$ cat src/rtl/sobel_edge_magnitude_rgb_defines.svh
// assertion macros shared by the sobel edge block
// expects clk and rst_n in the scope of each use
`ifndef SOBEL_EDGE_MAGNITUDE_RGB_DEFINES_SVH
`define SOBEL_EDGE_MAGNITUDE_RGB_DEFINES_SVH
`ifndef NO_ASSERTIONS
`define SOBEL_ASSERT_NOW(lbl, ante, cons) \
  lbl: assert property (@(posedge clk) disable iff (!rst_n) (ante) |-> (cons)) \
    else $error("sobel: same-cycle check failed");
`define SOBEL_ASSERT_NEXT(lbl, ante, cons) \
  lbl: assert property (@(posedge clk) disable iff (!rst_n) (ante) |=> (cons)) \
    else $error("sobel: next-cycle check failed");
`else
`define SOBEL_ASSERT_NOW(lbl, ante, cons)
`define SOBEL_ASSERT_NEXT(lbl, ante, cons)
`endif
`endif

$ cat src/rtl/sobel_pkg.sv
// types, constants and helpers for the sobel edge magnitude block
// no dependencies
package sobel_pkg;

  localparam int DEF_MAX_WIDTH  = 1024;
  localparam int DEF_MAX_HEIGHT = 4096;

  localparam int FRAME_WIDTH_W  = 11;
  localparam int FRAME_HEIGHT_W = 13;
  localparam int CFG_DATA_W     = 13;

  localparam logic [FRAME_WIDTH_W-1:0]  FRAME_WIDTH_RESET  = 11'd1024;
  localparam logic [FRAME_HEIGHT_W-1:0] FRAME_HEIGHT_RESET = 13'd768;

  // squared magnitudes above 255*255+255 round to 255 or more
  localparam logic [20:0] CLAMP_SQ = 21'd65280;
  localparam logic [7:0]  PIX_MAX  = 8'd255;

  localparam logic REG_FRAME_WIDTH  = 1'b0;
  localparam logic REG_FRAME_HEIGHT = 1'b1;

  localparam logic CMD_PIXEL = 1'b0;
  localparam logic CMD_DRAIN = 1'b1;

  localparam int PIX_W = 24;
  localparam int ROW_PAIR_W = 2 * PIX_W;

  typedef logic [PIX_W-1:0] pix_t;
  // [row][col], col 0 is the leftmost
  typedef pix_t [2:0][2:0] win_t;

  typedef enum logic [2:0] {
    ST_IDLE,
    ST_PIX_RD,
    ST_SHIFT,
    ST_DRN_RD,
    ST_CALC,
    ST_PUSH
  } ctrl_state_t;

  typedef enum logic [2:0] {
    PH_IDLE,
    PH_GRAD,
    PH_SQX,
    PH_SQY,
    PH_SUM,
    PH_ROOT,
    PH_NEXT,
    PH_DONE
  } edge_phase_t;

  typedef struct packed {
    logic start;
  } edge_req_t;

  typedef struct packed {
    logic       busy;
    logic       done;
    logic [7:0] red;
    logic [7:0] green;
    logic [7:0] blue;
  } edge_rsp_t;

  typedef struct packed {
    logic [7:0] red;
    logic [7:0] green;
    logic [7:0] blue;
    logic       last_of_step;
    logic       end_of_frame;
  } out_beat_t;

  function automatic logic [7:0] chan_sel(input pix_t p, input logic [1:0] ch);
    logic [7:0] v;
    case (ch)
      2'd0:    v = p[23:16];
      2'd1:    v = p[15:8];
      default: v = p[7:0];
    endcase
    return v;
  endfunction

endpackage

$ cat src/rtl/sobel_edge.sv
// shared edge unit: gradients, squares and rounded root, one channel at a time
// depends on sobel_pkg
module sobel_edge (
  input  logic                 clk,
  input  logic                 rst_n,
  input  sobel_pkg::win_t      win,
  input  sobel_pkg::edge_req_t req,
  output sobel_pkg::edge_rsp_t rsp
);

  sobel_pkg::edge_phase_t phase_r, phase_nxt;

  logic [1:0]       ch_r;
  logic [2:0]       step_r;
  logic [9:0]       gx_r, gy_r;
  logic [19:0]      sqx_r, sqy_r;
  logic [15:0]      rad_r;
  logic             clamp_r;
  logic [7:0]       root_r;
  logic [10:0]      rem_r;
  logic [2:0][7:0]  res_r;

  logic [7:0]  v [3][3];
  logic [9:0]  gxp, gxn, gyp, gyn, gx_abs, gy_abs;
  logic [9:0]  mul_a;
  logic [19:0] prod;
  logic [20:0] sum;
  logic [10:0] rem_sh, trial;
  logic        take;
  logic [7:0]  rounded;

  always_comb begin
    for (int i = 0; i < 3; i++) begin
      for (int j = 0; j < 3; j++) begin
        v[i][j] = sobel_pkg::chan_sel(win[i][j], ch_r);
      end
    end
  end

  assign gxp = 10'(v[0][2]) + {1'b0, v[1][2], 1'b0} + 10'(v[2][2]);
  assign gxn = 10'(v[0][0]) + {1'b0, v[1][0], 1'b0} + 10'(v[2][0]);
  assign gyp = 10'(v[2][0]) + {1'b0, v[2][1], 1'b0} + 10'(v[2][2]);
  assign gyn = 10'(v[0][0]) + {1'b0, v[0][1], 1'b0} + 10'(v[0][2]);
  assign gx_abs = (gxp >= gxn) ? gxp - gxn : gxn - gxp;
  assign gy_abs = (gyp >= gyn) ? gyp - gyn : gyn - gyp;

  // one squarer shared by both gradients
  assign mul_a = (phase_r == sobel_pkg::PH_SQX) ? gx_r : gy_r;
  assign prod  = 20'(mul_a) * 20'(mul_a);
  assign sum   = 21'(sqx_r) + 21'(sqy_r);

  // digit-by-digit root, two radicand bits per step
  assign rem_sh  = {rem_r[8:0], rad_r[15:14]};
  assign trial   = {1'b0, root_r, 2'b01};
  assign take    = rem_sh >= trial;
  assign rounded = clamp_r ? sobel_pkg::PIX_MAX :
                   (rem_r > 11'(root_r)) ? root_r + 8'd1 : root_r;

  always_comb begin
    phase_nxt = phase_r;
    unique case (phase_r)
      sobel_pkg::PH_IDLE: if (req.start) phase_nxt = sobel_pkg::PH_GRAD;
      sobel_pkg::PH_GRAD: phase_nxt = sobel_pkg::PH_SQX;
      sobel_pkg::PH_SQX:  phase_nxt = sobel_pkg::PH_SQY;
      sobel_pkg::PH_SQY:  phase_nxt = sobel_pkg::PH_SUM;
      sobel_pkg::PH_SUM:  phase_nxt = sobel_pkg::PH_ROOT;
      sobel_pkg::PH_ROOT: if (step_r == 3'd7) phase_nxt = sobel_pkg::PH_NEXT;
      sobel_pkg::PH_NEXT: phase_nxt = (ch_r == 2'd2) ? sobel_pkg::PH_DONE
                                                     : sobel_pkg::PH_GRAD;
      sobel_pkg::PH_DONE: phase_nxt = sobel_pkg::PH_IDLE;
      default:            phase_nxt = sobel_pkg::PH_IDLE;
    endcase
  end

  always_comb begin
    rsp.busy  = phase_r != sobel_pkg::PH_IDLE;
    rsp.done  = phase_r == sobel_pkg::PH_DONE;
    rsp.red   = res_r[0];
    rsp.green = res_r[1];
    rsp.blue  = res_r[2];
  end

  always_ff @(posedge clk) begin
    if (!rst_n) begin
      phase_r <= sobel_pkg::PH_IDLE;
    end else begin
      phase_r <= phase_nxt;
    end
  end

  always_ff @(posedge clk) begin
    case (phase_r)
      sobel_pkg::PH_IDLE: begin
        ch_r <= 2'd0;
      end
      sobel_pkg::PH_GRAD: begin
        gx_r <= gx_abs;
        gy_r <= gy_abs;
      end
      sobel_pkg::PH_SQX: sqx_r <= prod;
      sobel_pkg::PH_SQY: sqy_r <= prod;
      sobel_pkg::PH_SUM: begin
        clamp_r <= sum > sobel_pkg::CLAMP_SQ;
        rad_r   <= sum[15:0];
        root_r  <= 8'd0;
        rem_r   <= 11'd0;
        step_r  <= 3'd0;
      end
      sobel_pkg::PH_ROOT: begin
        rad_r  <= {rad_r[13:0], 2'b00};
        step_r <= step_r + 3'd1;
        if (take) begin
          rem_r  <= rem_sh - trial;
          root_r <= {root_r[6:0], 1'b1};
        end else begin
          rem_r  <= rem_sh;
          root_r <= {root_r[6:0], 1'b0};
        end
      end
      sobel_pkg::PH_NEXT: begin
        res_r[ch_r] <= rounded;
        ch_r        <= ch_r + 2'd1;
      end
      default: ;
    endcase
  end

endmodule

$ cat config.mk
export PLATFORM = sky130hd
export DESIGN_NAME = sobel_edge
export DESIGN_NICKNAME = d
export VERILOG_FILES = /design/src/rtl/sobel_edge_magnitude_rgb_defines.svh /design/src/rtl/sobel_pkg.sv /design/src/rtl/sobel_edge.sv
export SDC_FILE = /design/constraint.sdc
export NUM_CORES = 1
export LEC_CHECK = 0
export ABC_CLOCK_PERIOD_IN_PS = 7900
export BUFFER_PORTS_ARGS = -buffer_cell sky130_fd_sc_hd__buf_2
export CAP_MARGIN = 5
export CORE_ASPECT_RATIO = 1.75
export CORE_MARGIN = 1
export CORE_UTILIZATION = 49
export DETAILED_ROUTE_END_ITERATION = 16
export GPL_ROUTABILITY_DRIVEN = 0
export PLACE_DENSITY = 0.78
export RECOVER_POWER = 50
export SYNTH_ARGS = -nofsm -noshare
export SYNTH_HDL_FRONTEND = slang
export SYNTH_SLANG_ARGS = --single-unit
export TNS_END_PERCENT = 30
$ cat constraint.sdc
create_clock -name clk -period 7.9 [get_ports clk]
set_input_delay 1.185 -clock clk [delete_from_list [all_inputs] [get_ports clk]]
set_output_delay 1.185 -clock clk [all_outputs]
set_load 0.01 [all_outputs]
# After elaboration in Yosys (flattened, before gate mapping)
# Index checks and enable logic that the tools add are counted.
[totals]
register_bits = 128
inputBits = 219
out_inout_bits = 26
wordCells = 85
[classes]
addsub = 17
mul = 1
order_cmp = 7
eq_ne = 12
muxes = 27
reduce_logical = 7
[ops]
columns = ["cell", "n"]
rows = [
  ["8-bit one-hot mux with 2 select lines", 9],
  ["10-bit by 8-bit adder with 10-bit output", 4],
  ["8-bit by 9-bit adder with 10-bit output", 4],
  ["10-bit subtractor", 4],
  ["16-bit one-hot mux with 2 select lines", 1],
  ["10-bit 2-to-1 mux", 3],
  ["24-bit bitwise mux", 1],
  ["8-bit 2-to-1 mux", 3],
  ["3-bit one-hot mux with 8 select lines", 1],
  ["11-bit one-hot mux with 2 select lines", 1],
  ["20-bit by 20-bit adder with 21-bit output", 1],
  ["21-bit by 16-bit greater-than comparator with 1-bit output (second input constant)", 1],
  ["10-bit >= comparator", 2],
  ["10-bit by 10-bit multiplier with 20-bit output", 1],
  ["8-bit demux with 2-bit select", 1],
  ["3-bit == test (second input constant)", 5],
  ["11-bit by 10-bit >= comparator with 1-bit output", 1],
  ["11-bit by 8-bit greater-than comparator with 1-bit output", 1],
  ["11-bit 2-to-1 mux", 1],
  ["11-bit by 10-bit subtractor with 11-bit output", 1],
  ["3-bit 2-to-1 mux", 3],
  ["8-bit by 1-bit adder with 8-bit output (second input constant)", 1],
  ["3-bit by 2-bit == test with 1-bit output (second input constant)", 2],
  ["3-bit one-hot mux with 2 select lines", 1],
  ["other kinds (16)", 18],
]

# Logic depth before layout (Yosys ltp)
[logic_depth]
word_depth = 6
ltp_mapped = 26
depth_no_buf = 24

# Least setup slack after synthesis
# OpenSTA, ideal clock, no wires.
[synth_path]
path_kind = "reg-to-reg"
from = "reg phase_r[0]"
to = "reg sqx_r[18], data pin"
setup_time_ns = 0.262
t_arrival_ns = 6.274
t_required_ns = 7.638
setup_slack_ns = 1.364
stages_incl_launch_ff = 21
n_path_buf = 2
synth_period_minus_slack_ns = 6.536
cell_sequence = "dfxtp_1 buf_2 nor3b_4 clkbuf_1 mux2_2 nand2_1 fa_1 fa_1 inv_1 fa_1 fa_1 inv_1 fa_1 inv_1 ha_1 a31o_2 a41oi_1 o211ai_1 a31o_1 a21oi_1 xnor2_1"
[synth_between]
elab_chain_len = 3
[synth_lines]
columns = ["element", "line_no", "source"]
rows = [
  ["from (decl)", "sobel_edge.sv:11", "sobel_pkg::edge_phase_t phase_r, phase_nxt;"],
  ["from (signal assigned)", "sobel_edge.sv:85", "phase_r <= sobel_pkg::PH_IDLE;"],
  ["from (signal assigned)", "sobel_edge.sv:87", "phase_r <= phase_nxt;"],
  ["3-bit by 2-bit == test with 1-bit output", "sobel_edge.sv:48", "assign mul_a = (phase_r == sobel_pkg::PH_SQX) ? gx_r : gy_r;"],
  ["10-bit 2-to-1 mux", "sobel_edge.sv:48", ""],
  ["10-bit by 10-bit multiplier with 20-bit output", "sobel_edge.sv:49", "assign prod = 20'(mul_a) * 20'(mul_a);"],
  ["via prod[18]", "sobel_edge.sv:26", "logic [19:0] prod;"],
  ["to (signal assigned)", "sobel_edge.sv:100", "sobel_pkg::PH_SQX: sqx_r <= prod;"],
  ["to (decl)", "sobel_edge.sv:16", "logic [19:0] sqx_r, sqy_r;"],
]
# The timed path passes the listed nets, and every way through them passes these cells.
# A chain may end at the register's enable or synchronous reset.

# Worst setup path after layout
[layout_path]
from = "reg phase_r[1]"
to = "reg sqx_r[19], data pin"
[layout_between]
elab_chain_len = 3
[layout_lines]
columns = ["element", "line_no", "source"]
rows = [
  ["3-bit by 2-bit == test with 1-bit output", "sobel_edge.sv:48", ""],
  ["10-bit 2-to-1 mux", "sobel_edge.sv:48", ""],
  ["via mul_a[0]", "sobel_edge.sv:25", "logic [9:0] mul_a;"],
  ["10-bit by 10-bit multiplier with 20-bit output", "sobel_edge.sv:49", ""],
  ["via prod[19]", "sobel_edge.sv:26", ""],
]
# The timed path passes the listed nets, and every way through them passes these cells.

==> impl_results.md <==
* YS warnings at 0
* RSZ-0062 raised after global routing: false
* DR WL/cell at 17.3 um
* CP Max Fanout at 13
* Element type at the critical path end: register
* CP Class: reg2reg
* Via count at 10900
* First-pass iteration count of the detailed router at 5
* Vias/cell at 5.59
* Fin. Hold Viols at 0
* Gates resized, CTS repair at 0
* Endpoints failing setup at 0
* GR Overflow Total at 0
* Failing checks: max-capacitance violations, max-slew violations
* Max Cap Viol at 1
* Synth Instances at 1396
* Register area share after synthesis at 0.284
* Row Count at 79
* Mapped Avg Cell Area at 9.46 um^2
* Number of global-route vias before repair at 11200
* GR Util All Layers at 0.250
* Main synth FF type: edfxtp_1
* DRC viols at 0
* Accumulated negative setup slack at 0 ns
* Worst hold path type: reg2reg
* Leading area contributor after synthesis: edfxtp_1
* Layout area overhead at 14.9%
* Setup crit start kind: register
* Status: complete, but fails checks
* Design Area, Final at 15200 um^2
* Proportion of layout cells with a drive suffix above 1 at 0.166
* RR Startpoint: phase_r[1]
* Hold path start: rad_r[10]
* Synth Net Count at 1856
* Fmax at 0.141 GHz
* Die area at 27600 um^2
* Num CTS Buffers at 17
* Critical path arrival at 7.27 ns
* Initial antenna violation count at 5
* Pin count of the biggest net entering global routing at 66
* Synth area leaders: edfxtp_1 28%, ha_1 15%, fa_1 13%
* Yosys top cell area share at 0.280
* Buffers on Ports at 220
* Worst slew pin tran at 2.22 ns
* Post-DP Area at 14700 um^2
* Seq cells post-synth at 126
* Core Box Area at 26600 um^2
* Synth Cell Area at 13200 um^2
* Final nets at 2067
* Clock Tree Buf Depth at 2
* Sink Count at 126
* Global-route wire length before repair at 52700 um
* HPWL after detailed placement at 28500 um
* Initial Util at 0.497
* Final worst path period need at 7.10 ns
* Worst-path clk slew at 0.06 ns
* EDFF count, synth at 123
* Count of cell types in the netlist at 77
* Critical Path Source: phase_r[1]
* Postcts setup bufs at 0
* Relative slew slack at -0.481
* CTS Hold Buffers Added at 0
* Clock Latency Late Sink at 0.43 ns
* Root buffer cell: clkbuf_16
* FILL cells at 2302
* Post-Route WL at 33700 um
* Die width at 126 um
* Top-Level Pins at 245
* 1st-iter DRT viols at 475
* Die H at 219 um
* Final period utilization at 0.899
* Setup Skew at 0.0117 ns
* Worst Path Required at 8.06 ns
* Number of H-tree levels at 4
* Asr flop ratio synth at 0
* ANT nets after route at 0
* CTS tree: built
* Pins Over Slew Limit at 44
## state kept, by name, summed over array words and instances (netlist names)
| register | flops |
|---|---|
| ch_r | 2 |
| clamp_r | 1 |
| gx_r | 10 |
| gy_r | 10 |
| phase_r | 3 |
| rad_r | 16 |
| rem_r | 11 |
| root_r | 8 |
| rsp | 24 |
| sqx_r | 19 |
| sqy_r | 19 |
| step_r | 3 |
## kinds of logic (layout without fill, tap and decap cells)
| group | count (synthesis) | after routing | synth area share |
|---|---|---|---|
| adder cells (fa/ha/maj) | 241 | 241 | 0.276 |
| buffers and inverters | 247 | 471 | 0.0708 |
| AO/OA/AOI/OAI | 324 | 324 | 0.168 |
| AND/OR/NAND/NOR | 340 | 340 | 0.118 |
| flip-flops | 126 | 126 | 0.284 |
| XOR/XNOR | 78 | 78 | 0.0517 |
| multiplexers | 40 | 40 | 0.0320 |
| other | 0 | 4 | 0 |
## metrics by stage
stage,std cells,util,setup slack (ns),hold WS [ns]
2_1_floorplan,1396,-,1.36,0.484
3_3_place_gp,1912,0.552,0.913,0.501
3_5_place_dp,1912,0.552,0.724,0.507
4_1_cts,1944,0.573,0.750,0.521
5_1_grt,1947,0.571,0.465,0.550
6_report,1948,0.571,0.797,0.518
## metal layers
layer	routed length, um	track usage	share of wire
met2	18500	0.493	0.55
met3	1390	0.0363	0.041
met4	3140	0.222	0.093
met5	0	0	0
met1	10700	0.214	0.32
## worst max-delay path, stage by stage, from the launching register on
cell     delay [ns]
dfxtp_1        0.57
nor3b_4        0.79
mux2i_2        0.60
inv_2          0.17
nand2_1        0.17
fa_1           0.43
fa_1           0.55
inv_1          0.06
fa_1           0.50
fa_1           0.54
inv_1          0.05
fa_1           0.53
inv_1          0.04
ha_1           0.37
and3_1         0.21
nand3_1        0.08
nor3_1         0.37
o21ai_1        0.22
a31oi_1        0.25
o21ai_1        0.12
a21oi_1        0.15
a31oi_1        0.06
## cell usage after synthesis, types with 6 or more instances
library cell,count
a21o_1,30
a21oi_1,96
a22o_1,25
a22oi_1,40
a31oi_1,13
and2_1,7
and3_1,8
clkbuf_1,31
edfxtp_1,123
fa_1,84
ha_1,157
inv_1,205
mux2_2,11
mux2i_1,27
nand2_1,158
nand2b_1,16
nand3_1,6
nand4_1,7
nor2_1,83
nor2b_1,19
nor3_1,11
o21a_1,7
o21ai_0,36
o21ai_1,10
o21bai_1,17
xnor2_1,60
xor2_1,18
## path summary, 6_finish.rpt
check                                 end  slack [ns]  cells after the start
worst max-delay path            sqx_r[19]        0.80                     21
worst max register to register  sqx_r[19]        0.80                     21
worst min-delay path            rad_r[12]        0.52                      2
worst min register to register  rad_r[12]        0.52                      2
## cell usage in the layout (no fill, tap or decap), types with 5 or more instances in the layout
master / count
clkbuf_16: 17
mux2_2: 11
ha_1: 157
a21o_1: 30
inv_1: 205
nor2b_1: 19
nor3_1: 11
buf_2: 196
and3_1: 8
a211oi_1: 5
nor2_1: 82
o21ai_1: 10
xnor2_1: 60
o21a_1: 7
mux2i_1: 27
fa_1: 84
o21bai_1: 17
xor2_1: 18
o21ai_0: 36
a22oi_1: 40
inv_6: 5
buf_4: 8
nand4_1: 7
a31oi_1: 13
or3_1: 5
a21oi_1: 96
nand2_1: 158
edfxtp_1: 123
nand3_1: 6
a22o_1: 25
clkbuf_1: 29
nand2b_1: 16
## final cells by class
| cell class | count | area, um^2 | area share |
|---|---|---|---|
| antenna | 4 | 10.0 | 0.000659 |
| timing repair buffer | 232 | 1150 | 0.0755 |
| inverter | 207 | 777 | 0.0512 |
| multi-input combinational | 1023 | 8530 | 0.562 |
| clock buffer | 18 | 429 | 0.0283 |
| sequential | 126 | 3750 | 0.247 |
| clock inverter | 14 | 134 | 0.00882 |
| tap | 324 | 405 | 0.0267 |
Power is left out: the tool's default activity adds up to more than one toggle a clock period on the data nets, which glitch-free logic cannot reach.
